[config.mk]
export PLATFORM = sky130hd
export DESIGN_NAME = msx_cfg_regs_flat
export DESIGN_NICKNAME = d
export VERILOG_FILES = /design/src/hw/rtl/msx_pkg.sv /design/src/hw/rtl/msx_if.sv /design/src/hw/rtl/msx_cfg_regs.sv /design/src/flat_wrapper.sv
export SDC_FILE = /design/constraint.sdc
export NUM_CORES = 1
export LEC_CHECK = 0
export BUFFER_PORTS_ARGS = -buffer_cell sky130_fd_sc_hd__buf_2
export CORE_AREA = 10 10 47 49
export CTS_BUF_LIST = sky130_fd_sc_hd__clkbuf_2
export DETAILED_ROUTE_END_ITERATION = 12
export DIE_AREA = 0 0 57 59
export PLACE_DENSITY = 0.48
export SETUP_SLACK_MARGIN = 0.5
export SYNTH_ARGS = -nofsm -noshare
export SYNTH_HDL_FRONTEND = slang
export SYNTH_SLANG_ARGS = --single-unit
[constraint.sdc]
create_clock -name clk -period 0.8 [get_ports clk]
set_input_delay 0.04 -clock clk [delete_from_list [all_inputs] [get_ports clk]]
set_output_delay 0.04 -clock clk [all_outputs]
set_load 0.005 [all_outputs]
[src/hw/rtl/msx_pkg.sv]
// ----------------------------------------------------------------------------
// msx_pkg
// Shared types, constants and the pixel decode function for the masked
// spectral trace extraction block.
// ----------------------------------------------------------------------------
`default_nettype none

package msx_pkg;

	// Field widths of the pixel and result beats
	localparam int unsigned PIX_W         = 32;
	localparam int unsigned WEIGHT_W      = 16;
	localparam int unsigned WEIGHT_FIELDS = 4;
	localparam int unsigned SUM_W         = 64;
	localparam int unsigned BIN_OUT_W     = 12;

	// Decoded pixel is 33-bit signed, weight is zero-extended to 17 bits
	localparam int unsigned PIX_EXT_W = PIX_W + 1;
	localparam int unsigned PROD_W    = PIX_EXT_W + WEIGHT_W + 1;

	// Configuration port
	localparam int unsigned CFG_IDX_W  = 2;
	localparam int unsigned CFG_DATA_W = 8;
	localparam int unsigned FMT_W      = 2;
	localparam int unsigned TRACES_W   = 3;

	localparam logic [CFG_IDX_W-1:0] REG_PIXEL_FORMAT  = 2'd0;
	localparam logic [CFG_IDX_W-1:0] REG_TRACES_IN_USE = 2'd1;

	// Pixel formats (code 3 reads as unsigned 16-bit)
	localparam logic [FMT_W-1:0] FMT_U16 = 2'd0;
	localparam logic [FMT_W-1:0] FMT_S16 = 2'd1;
	localparam logic [FMT_W-1:0] FMT_U32 = 2'd2;

	localparam logic [FMT_W-1:0]    FMT_RESET    = FMT_U16;
	localparam logic [TRACES_W-1:0] TRACES_RESET = 3'd4;

	// Default parameter values for the top level
	localparam int unsigned DEF_TRACE_LANES    = 4;
	localparam int unsigned DEF_BIN_INDEX_BITS = 12;

	// Per-lane pipeline control
	typedef struct packed {
		logic load;      // stage 1 -> stage 2 transfer
		logic acc_step;  // stage 2 item folds into the accumulator
		logic clear;     // stage 2 item closes the bin
	} lane_ctrl_t;

	// Interpret raw pixel bits per format
	function automatic logic signed [PIX_EXT_W-1:0] pixel_decode(
		input logic [FMT_W-1:0] fmt,
		input logic [PIX_W-1:0] raw
	);
		logic signed [PIX_EXT_W-1:0] v;
		case (fmt)
			FMT_S16: v = PIX_EXT_W'($signed(raw[15:0]));
			FMT_U32: v = $signed({1'b0, raw});
			default: v = $signed({{(PIX_EXT_W-16){1'b0}}, raw[15:0]});
		endcase
		return v;
	endfunction

endpackage

`default_nettype wire

[src/hw/rtl/msx_if.sv]
// ----------------------------------------------------------------------------
// msx channel interfaces
// Pixel, result and configuration channels, each a valid/ready handshake.
// ----------------------------------------------------------------------------
`default_nettype none


interface msx_cfg_if;
	logic       valid;
	logic       ready;
	logic [1:0] index;
	logic [7:0] data;

	modport source (output valid, index, data, input ready);
	modport sink (input valid, index, data, output ready);
endinterface

`default_nettype wire

[src/hw/rtl/msx_cfg_regs.sv]
// ----------------------------------------------------------------------------
// msx_cfg_regs
// Configuration registers: pixel format and number of active trace lanes.
// ----------------------------------------------------------------------------
`default_nettype none

module msx_cfg_regs (
	input  wire logic                          clk,
	input  wire logic                          arst_n,
	msx_cfg_if.sink                            cfg,
	output logic [msx_pkg::FMT_W-1:0]          pixel_format,
	output logic [msx_pkg::TRACES_W-1:0]       traces_in_use
);
	import msx_pkg::*;

	logic [FMT_W-1:0]    fmt_q;
	logic [TRACES_W-1:0] traces_q;

	// Writes are always taken
	assign cfg.ready = 1'b1;

	// Register file; indexes off the list are dropped
	always_ff @(posedge clk or negedge arst_n) begin
		if (!arst_n) begin
			fmt_q    <= FMT_RESET;
			traces_q <= TRACES_RESET;
		end else if (cfg.valid) begin
			case (cfg.index)
				REG_PIXEL_FORMAT:  fmt_q    <= cfg.data[FMT_W-1:0];
				REG_TRACES_IN_USE: traces_q <= cfg.data[TRACES_W-1:0];
				default: ;
			endcase
		end
	end

	assign pixel_format  = fmt_q;
	assign traces_in_use = traces_q;

endmodule

`default_nettype wire

[src/flat_wrapper.sv]
// flat-port wrapper written by rule: the top's interface ports become plain ports
module msx_cfg_regs_flat import msx_pkg::*;
  (clk, arst_n, pixel_format, traces_in_use, cfg_valid, cfg_index, cfg_data, cfg_ready);
  msx_cfg_if cfg_i ();
  input  wire logic clk;
  input  wire logic arst_n;
  output logic [msx_pkg::FMT_W-1:0] pixel_format;
  output logic [msx_pkg::TRACES_W-1:0] traces_in_use;
  input wire logic [$bits(cfg_i.valid)-1:0] cfg_valid;
  input wire logic [$bits(cfg_i.index)-1:0] cfg_index;
  input wire logic [$bits(cfg_i.data)-1:0] cfg_data;
  output wire logic [$bits(cfg_i.ready)-1:0] cfg_ready;
  assign cfg_i.valid = cfg_valid;
  assign cfg_i.index = cfg_index;
  assign cfg_i.data = cfg_data;
  assign cfg_ready = cfg_i.ready;
  msx_cfg_regs u_core (.clk(clk), .arst_n(arst_n), .cfg(cfg_i), .pixel_format(pixel_format), .traces_in_use(traces_in_use));
endmodule
==> results of run 1 <==
metrics by stage:
step	hold slack, ns	utilization, %	power (mW)	instance area (sq um)
floorplan	-0.256	-	0.407	221
global placement	-0.146	21.0	0.487	294
detailed placement	-0.141	21.0	0.492	294
CTS	-0.393	22.9	0.741	322
global route	-0.402	23.4	0.791	328
finish	-0.388	23.4	0.741	328
cells in the final DEF, fill, tap and decap left out:
cell type,n
mux2_2,1
buf_6,1
clkbuf_2,3
buf_2,11
nor3b_2,1
nand3b_1,1
clkinv_2,1
dfrtp_1,4
dfstp_2,1
conb_1,1
mux2_4,4
power by group through the flow:
stage,registers [mW],logic (mW),clock network [mW]
floorplan,0.340,0.0669,0
global placement,0.334,0.153,0
detailed placement,0.338,0.155,0
CTS,0.335,0.168,0.238
finish,0.336,0.175,0.230
global route,0.346,0.194,0.251
cells in the mapped netlist:
library cell,instances,share of area (%)
mux2_2,5,26
dfrtp_1,4,47
buf_4,1,3.5
conb_1,1,1.8
dfstp_2,1,12
nand3b_1,1,3.5
nor3b_2,1,5.8
layout make-up:
type | instances | area [sq um] | share of cell area (%)
flip-flops and latches | 5 | 126 | 38.5
multi-input cells | 8 | 95.1 | 29.0
repair buffers | 12 | 66.3 | 20.2
well taps | 16 | 20.0 | 6.11
clock buffers | 3 | 15.0 | 4.58
clock inverters | 1 | 5.00 | 1.53
flip-flops by register name (all words and copies together) (netlist names):
register and count:
u_core.traces_in_use 3, u_core.pixel_format 2
repair_timing:
| action | 4_1_cts | 5_1_grt |
|---|---|---|
| hold endpoints to repair | 5 | 5 |
| endpoints found under the setup margin | 10 | 10 |
| resized for setup | 2 | 1 |
path summary, 6_finish.rpt:
kind / from / slack, ns / cells after the start / to
max in group asynchronous: arst_n / 0.98 / 1 / u_core.traces_in_use[2]
worst max register to register: u_core.traces_in_use[0] / 0.03 / 1 / u_core.traces_in_use[0]
worst min-delay path: arst_n / -0.39 / 1 / u_core.pixel_format[1]
worst max-delay path: u_core.traces_in_use[2] / -0.1 / 1 / traces_in_use[2]
min in group clk: cfg_data[2] / 0.05 / 2 / u_core.traces_in_use[2]
worst min register to register: u_core.traces_in_use[1] / 0.51 / 1 / u_core.traces_in_use[1]
kinds of logic (layout without fill, tap and decap cells):
group | after synthesis | after routing | share of synthesized area (%)
buf+inv | 1 | 16 | 3.51
flops | 5 | 5 | 59.1
mux | 5 | 5 | 26.3
other cells | 1 | 1 | 1.75
simple gates | 2 | 2 | 9.36
routing by layer:
| metal | track usage [%] | vias to the layer above | share of wire, % |
|---|---|---|---|
| met5 | 0 | - | 0 |
| met4 | 3.02 | 0 | 0 |
| met3 | 4.72 | 0 | 24 |
| met2 | 2.95 | 16 | 26 |
| met1 | 4.07 | 73 | 50 |
| li1 | - | 77 | - |
==> results.md, run 1 <==
- Starting Density: approximately 15%
- Final worst slack: -0.0950 ns
- Power density over cell area: about 2300 mW/mm^2
- Hold Slack: -0.388 ns
- Drt total wl: 586 um
- Clock sinks: 5
- Max-cap violations: 0
- Min cycle time layout: around 0.9 ns
- Avg Inst Size Synth: between 15 and 20 sq um
- Max IR drop VDD: ~0.77 mV
- Cells after synthesis: 14
- Setup crit end kind: primary output
- Setup TNS: -0.0950 ns
- Final Non-Filler Cells: 45
- Ports: 19
- Pint: about 0.54 mW
- Die ar.: between 0.003 and 0.004 sq mm
- CTS root buf: clkbuf_2
- Final Wtd Congestion: 0.673
- Status: finished with violations
- Initial DRC Count: 2
- Clk_skew: 0 ns
- Yosys warnings: 0
- Failing checks: hold timing, setup timing
- ANT cells: 0
- Clock tree buffer depth: 2
- Initial antenna violation count: 0
- Height of the die: about 60 um
- Worst hold-check path type: primary input to async pin
- Fin. Hold Viols: 5
- Logic pwr share: 23.6%
- Synth unique cells: 7
- P&R area growth vs syn: 53.2%
- Vias in the first global route: about 200
- CTS H-tree depth: 1
- Register area share after synthesis: between 50% and 60%
- Clock Pin Slew Worst Setup and Hold Paths: around 0.070 ns
- Psw: between 0.2 and 0.25 mW
- CP Cell Sequence: buf_6
- Placed insts: a little over 40
- Total global-route track usage: under 10%
- Final worst path period share: 112%
- Place WS: -0.0780 ns
- # nets final: 43
- First-pass DRT Iterations: 4
- Crit path max fanout: 2
- Sequential share of power: a little under half
- Worst skew pair latency: 0.22 ns
- Critical path buffer and inverter count: 1
- Vias post-DR: 166
- Remaining global-route overflow: 0
- Critical path type: register to primary output
- # fillers: 160
- Crit path DAT: about 0.86 ns
- Top Family by Delay on Critical Path: flip-flops
- Fmax: between 1000 and 1500 MHz
- Global-route wire length before repair: approximately 890 um
- Switch share: 27.5%
- Vias per std cell: 3.69
- Avg WL per Cell: approximately 13 um
- Mapped Area: 214 sq um
- DRC: 0
- Synth Net Count: 27
- Synth Register Bits: 5
- Num CTS Buffers: 3
- Largest net degree at the start of global routing: 6
- Peak per-stage delay on the critical path: 0.54 ns
- Antenna-violating nets left: 0
- Share of post-route cells with drive strength above 1: roughly four fifths
- Port buffer count: 12
- Max stage delay cell, worst path: dfstp_2
- Leakage: between 0.15 and 0.2 nW
- CTS tree: yes
- Core footprint: roughly 0.0014 sq mm
- Clock power frac: a little under a third
- Slew Limit Fails: 0
- Die Width: 57 um
- Worst EP required: between 0.7 and 0.8 ns
- Final setup viols: 1
- RSZ-0062 raised after global routing: true
- Row count: 14
- Critical Path Source Type: register
- Setup bufs post-CTS: 0
Power figures use the tool's default switching activity.
==> inputs of run 2 (changes only) <==
- BUFFER_PORTS_ARGS: -buffer_cell sky130_fd_sc_hd__buf_2 -> -buffer_cell sky130_fd_sc_hd__buf_4
==> results.md, run 2 (synthesis results as in run 1) <==
- Status: finished with violations
- Failing checks: hold timing, setup timing
- Critical path buffer and inverter count: 1
- Die ar.: 0.00336 sq mm
- Clock Pin Slew Worst Setup and Hold Paths: 0.06 ns
- Initial antenna violation count: 0
- Clock power frac: 29.7%
- Power density over cell area: roughly 2200 mW/mm^2
- Logic pwr share: between 20% and 30%
- Storage cell area: ~130 sq um
- Crit path max fanout: 2
- Remaining global-route overflow: 0
- Share of post-route cells with drive strength above 1: about four fifths
- Worst hold-check path type: primary input to async pin
- Placed Instance Area: 324 sq um
- Final Cell Area: around 370 sq um
- Fin. Hold Viols: 5
- Max IR drop VDD: about 0.84 mV
- Clock tree buffer depth: 2
- Leakage: 0.183 nW
- Drt total wl: a little over 600 um
- Most common cell after layout, fill and taps aside: buf_4
- Final worst path period share: 111%
- CTS H-tree depth: 1
- Crit path DAT: 0.85 ns
- Largest register FFs: 3
- First-pass DRT Iterations: 1
- Hold Slack: -0.396 ns
- Final setup viols: 1
- # nets final: 43
- Fmax: roughly 1100 MHz
- Switch share: between 20% and 30%
- Total power: 0.813 mW
- Initial DRC Count: 0
- Vias per std cell: 3.76
- Row count: 14
- Worst skew pair latency: roughly 0.21 ns
- Min cycle time layout: approximately 0.9 ns
- Antenna-violating nets left: 0
- Core footprint: 0.00140 sq mm
- Vias in the first global route: just under 200
- Final Non-Filler Cells: 45
- Max-cap violations: 0
- Final worst slack: -0.0902 ns
- ANT cells: 0
- Pint: 0.609 mW
- Area taken by multi-input logic gates: 95.1 sq um
- DRC: 0
- Starting Density: around 15%
- # fillers: between 150 and 200
- Top Family by Delay on Critical Path: flip-flops
- CP Cell Sequence: buf_6
- Worst EP required: between 0.7 and 0.8 ns
- Port buffer count: 12
- Slew Limit Fails: 0
- Psw: between 0.2 and 0.25 mW
- P&R area growth vs syn: 73.1%
- Critical Path Source Type: register
- Total global-route track usage: about 4.2%
- Critical path type: register to primary output
- Final Wtd Congestion: around 0.65
- Clk_skew: 0 ns
- Die Width: about 57 um
- Post-DP HPWL: roughly 500 um
- Largest net degree at the start of global routing: 6
- CTS root buf: clkbuf_2
- RSZ-0062 raised after global routing: true
- Clock sinks: 5
- Global-route wire length before repair: around 970 um
- Vias post-DR: between 150 and 200
- Max stage delay cell, worst path: dfstp_2
- Critical Path Start: u_core.traces_in_use[2]
- Sequential share of power: a little over two fifths
- Placed insts: between 40 and 50
- Height of the die: 59 um
- Most frequent cells in the layout: 7 x buf_4, 5 x buf_6, 4 x mux2_4, 4 x clkbuf_2, 4 x dfrtp_1
- Avg WL per Cell: 13.6 um
- Setup crit end kind: primary output
- Num CTS Buffers: 3
- Peak per-stage delay on the critical path: 0.54 ns
- RR Startpoint: u_core.pixel_format[0]
- CTS tree: yes
- Ports: 19
-- run 2: final cells by class --
cell class	instances	area share [%]
well taps	16	5.41
multi-input cells	8	25.7
flip-flops and latches	5	34.1
clock buffers	4	5.41
repair buffers	12	29.4
-- run 2: stage by stage --
stage	setup slack [ns]	hold WS, ns	setup TNS [ns]	util (%)
after global routing	-0.146	-0.430	-0.281	26.4
after CTS	-0.109	-0.409	-0.112	26.4
after floorplan	0.0618	-0.256	0	-
final	-0.0902	-0.396	-0.0902	26.4
after global placement	-0.0729	-0.158	-0.268	23.1
after detailed placement	-0.0995	-0.154	-0.365	23.1
-- run 2: worst paths after layout --
path / end / slack [ns] / cells past startpoint
max in group asynchronous: u_core.traces_in_use[2] / 1.00 / 1
setup reg to reg: u_core.pixel_format[0] / 0.02 / 1
hold / removal: u_core.traces_in_use[1] / -0.40 / 1
min in group clk: u_core.traces_in_use[2] / 0.05 / 2
setup / recovery: traces_in_use[2] / -0.09 / 1
hold reg to reg: u_core.pixel_format[1] / 0.54 / 1
-- run 2: power by group through the flow --
stage / Sequential (mW) / Clock [mW] / Combinational [mW]
finish: 0.347 / 0.241 / 0.225
floorplan: 0.340 / 0 / 0.0669
detailed placement: 0.339 / 0 / 0.189
global route: 0.354 / 0.278 / 0.245
global placement: 0.337 / 0 / 0.185
CTS: 0.347 / 0.253 / 0.230
-- run 2: layer usage --
metal,up-vias,GRT usage [%],part of all wire (%)
li1,75,-,-
met2,16,3.72,32
met4,0,3.02,0
met3,0,5.58,18
met5,-,0,0
met1,78,4.56,50
-- run 2: what timing repair did --
action                                  in CTS  in global routing
gates resized for setup                      7                  0
buffers inserted                             0                  0
endpoints found under the hold margin        5                  5
endpoints found under the setup margin      10                 10
pin swaps                                    0                  0
==> inputs of run 3 (changes only) <==
--- a/config.mk
+++ b/config.mk
@@ -7,2 +7,3 @@
 export LEC_CHECK = 0
+export ABC_AREA = 1
 export BUFFER_PORTS_ARGS = -buffer_cell sky130_fd_sc_hd__buf_4
@@ -12,3 +13,3 @@
 export DIE_AREA = 0 0 57 59
-export PLACE_DENSITY = 0.48
+export PLACE_DENSITY = 0.49
 export SETUP_SLACK_MARGIN = 0.5
@@ -17 +18,2 @@
 export SYNTH_SLANG_ARGS = --single-unit
+export TNS_END_PERCENT = 10
==> constraint.sdc (replaced) <==
create_clock -name clk -period 0.8 [get_ports clk]
set_input_delay 0.16 -clock clk [delete_from_list [all_inputs] [get_ports clk]]
set_output_delay 0.16 -clock clk [all_outputs]
set_load 0.005 [all_outputs]
==> results.md, run 3 <==
- Top-area cell type share of the netlist area: between 40% and 50%
- Critical path buffer and inverter count: 1
- Critical Path Source Type: register
- Final worst slack: -0.187 ns
- Synth async-reset ratio: between 90% and 100%
- # nets final: 55
- Fmax: around 1000 MHz
- Post-DP HPWL: between 500 and 600 um
- Clock Pin Slew Worst Setup and Hold Paths: ~0.05 ns
- Max stage delay cell, worst path: dfstp_2
- Max-cap violations: 0
- Share of post-route cells with drive strength above 1: roughly 46%
- Crit path max fanout: 2
- # fillers: roughly 170
- Final Wtd Congestion: ~0.66
- Avg WL per Cell: 10.6 um
- Most common cell in the synthesized netlist: nand2_1
- Vias post-DR: between 200 and 250
- Power density over cell area: between 1500 and 2000 mW/mm^2
- Worst skew pair latency: about 0.20 ns
- ANT cells: 0
- Row count: 14
- Critical path type: register to primary output
- Total global-route track usage: 4.03%
- Most common cell after layout, fill and taps aside: nand2_1
- Remaining global-route overflow: 0
- Failing checks: hold timing, setup timing
- Starting Density: 16.2%
- Num CTS Buffers: 3
- Most frequent cells in the layout: 11 x nand2_1, 7 x buf_4, 5 x buf_6
- Slew Limit Fails: 0
- Vias per std cell: between 3 and 4
- Avg Inst Size Synth: 8.76 sq um
- Placed insts: 53
- Cells after synthesis: 26
- Leakage: between 0.15 and 0.2 nW
- Antenna-violating nets left: 0
- Drt total wl: 606 um
- Mapped Area: ~230 sq um
- Port buffer count: 12
- Die ar.: between 0.003 and 0.004 sq mm
- Main flop type after synthesis: dfrtp_1
- Post-synth top area cell: dfrtp_1
- Min cycle time layout: 0.987 ns
- Critical Path Start: u_core.traces_in_use[2]
- Setup bufs post-CTS: 0
- Area contributors post-synth: dfrtp_1 44%, nand2_1 18%, dfstp_2 12%
- Vias in the first global route: 240
- Largest register FFs: 3
- CP Depth: 1
- Synth Net Count: 39
- Setup crit end kind: primary output
- Fin. Hold Viols: 5
- R2R cell count: 2
- First-pass DRT Iterations: 3
- Core footprint: ~0.0014 sq mm
- Initial antenna violation count: 0
- RSZ-0062 raised after global routing: true
- Peak per-stage delay on the critical path: 0.53 ns
- Hold Slack: -0.258 ns
- Clock sinks: 5
- Max IR drop VDD: 0.520 mV
- DRC: 0
- CTS H-tree depth: 1
- Reg2Reg Setup Slack: around 0.11 ns
- Initial DRC Count: 6
- Clock tree buffer depth: 2
- Largest net degree at the start of global routing: 8
- Post-synth EDFFs: 0
- Synth unique cells: 10
- Synth Register Bits: 5
- Yosys warnings: 0
- Die Width: between 50 and 60 um
- CP Cell Sequence: buf_6
- Worst EP required: around 0.64 ns
- Ports: 19
- Worst hold-check path type: primary input to async pin
- P&R area growth vs syn: 62.1%
- CTS root buf: clkbuf_2
- CTS tree: yes
- Clk_skew: 0 ns
- RR Startpoint: u_core.traces_in_use[2]
- Crit path DAT: 0.83 ns
- Final setup viols: 5
- Commonest cells post-synth: 11 x nand2_1, 4 x dfrtp_1, 3 x nand4_1
- Height of the die: 59 um
- Final Non-Filler Cells: 57
- Top Family by Delay on Critical Path: flip-flops
- Global-route wire length before repair: roughly 990 um
- Register area share after synthesis: 55.5%
- Status: finished with violations
- Final worst path period share: 123%
==> run 3: changes by cell type after synthesis, sizes merged, moves of 3 or more <==
cell,before,now
nand3,0,3
mux2,5,0
nand4,0,3
nand2,0,11
==> run 3: final timing paths <==
check,to
hold / removal,u_core.traces_in_use[1]
max in group asynchronous,u_core.traces_in_use[2]
setup / recovery,traces_in_use[2]
setup reg to reg,u_core.traces_in_use[2]
hold reg to reg,u_core.traces_in_use[2]
min in group clk,u_core.traces_in_use[2]
==> run 3: metrics by stage <==
stage | TNS, ns | setup slack, ns | util [%] | area [sq um] | total power [mW]
2_1_floorplan | 0 | 0.130 | - | 228 | 0.373
3_3_place_gp | 0 | 0.0297 | 23.6 | 330 | 0.488
3_5_place_dp | 0 | 0.0314 | 23.6 | 330 | 0.486
4_1_cts | -0.565 | -0.209 | 26.3 | 369 | 0.755
5_1_grt | -0.716 | -0.237 | 26.3 | 369 | 0.796
6_report | -0.464 | -0.187 | 26.3 | 369 | 0.731
==> run 3: cell families (layout without fill, tap and decap cells) <==
logic type / count (synthesis) / after routing / synth area share, %
buf+inv: 2 / 17 / 4.94
flops: 5 / 5 / 55.5
other cells: 1 / 1 / 1.65
simple gates: 18 / 18 / 37.9
==> run 3: per-layer routing <==
| metal | wire (um) | vias up | global-route usage (%) |
|---|---|---|---|
| met4 | 0 | 0 | 4.03 |
| li1 | - | 112 | - |
| met3 | 65 | 0 | 3.43 |
| met1 | 280 | 90 | 4.19 |
| met2 | 260 | 9 | 4.65 |
| met5 | 0 | - | 0 |
==> run 3: area by class of cell <==
class | count | area [sq um] | share of cell area [%]
tap | 16 | 20.0 | 5.42
inverter | 1 | 3.75 | 1.02
sequential | 5 | 126 | 34.2
clock buffer | 4 | 20.0 | 5.42
timing repair buffer | 12 | 109 | 29.5
multi-input combinational | 19 | 90.1 | 24.4
==> run 3: worst register-to-register path, stage by stage, from the launching register on <==
cell	delay, ns
dfstp_2	0.53
nand2_1	0.05
nand2_1	0.05
==> run 3: timing repair <==
item,4_1_cts,5_1_grt
hold endpoints to repair,5,5
setup endpoints to repair,10,10
gates resized for setup,5,0
pin swaps,0,5
==> run 3: power breakdown <==
| group | switching, mW | internal (mW) |
|---|---|---|
| Sequential | 0.0275 | 0.300 |
| Combinational | 0.0684 | 0.113 |
| Clock | 0.0905 | 0.132 |
| Total | 0.186 | 0.545 |
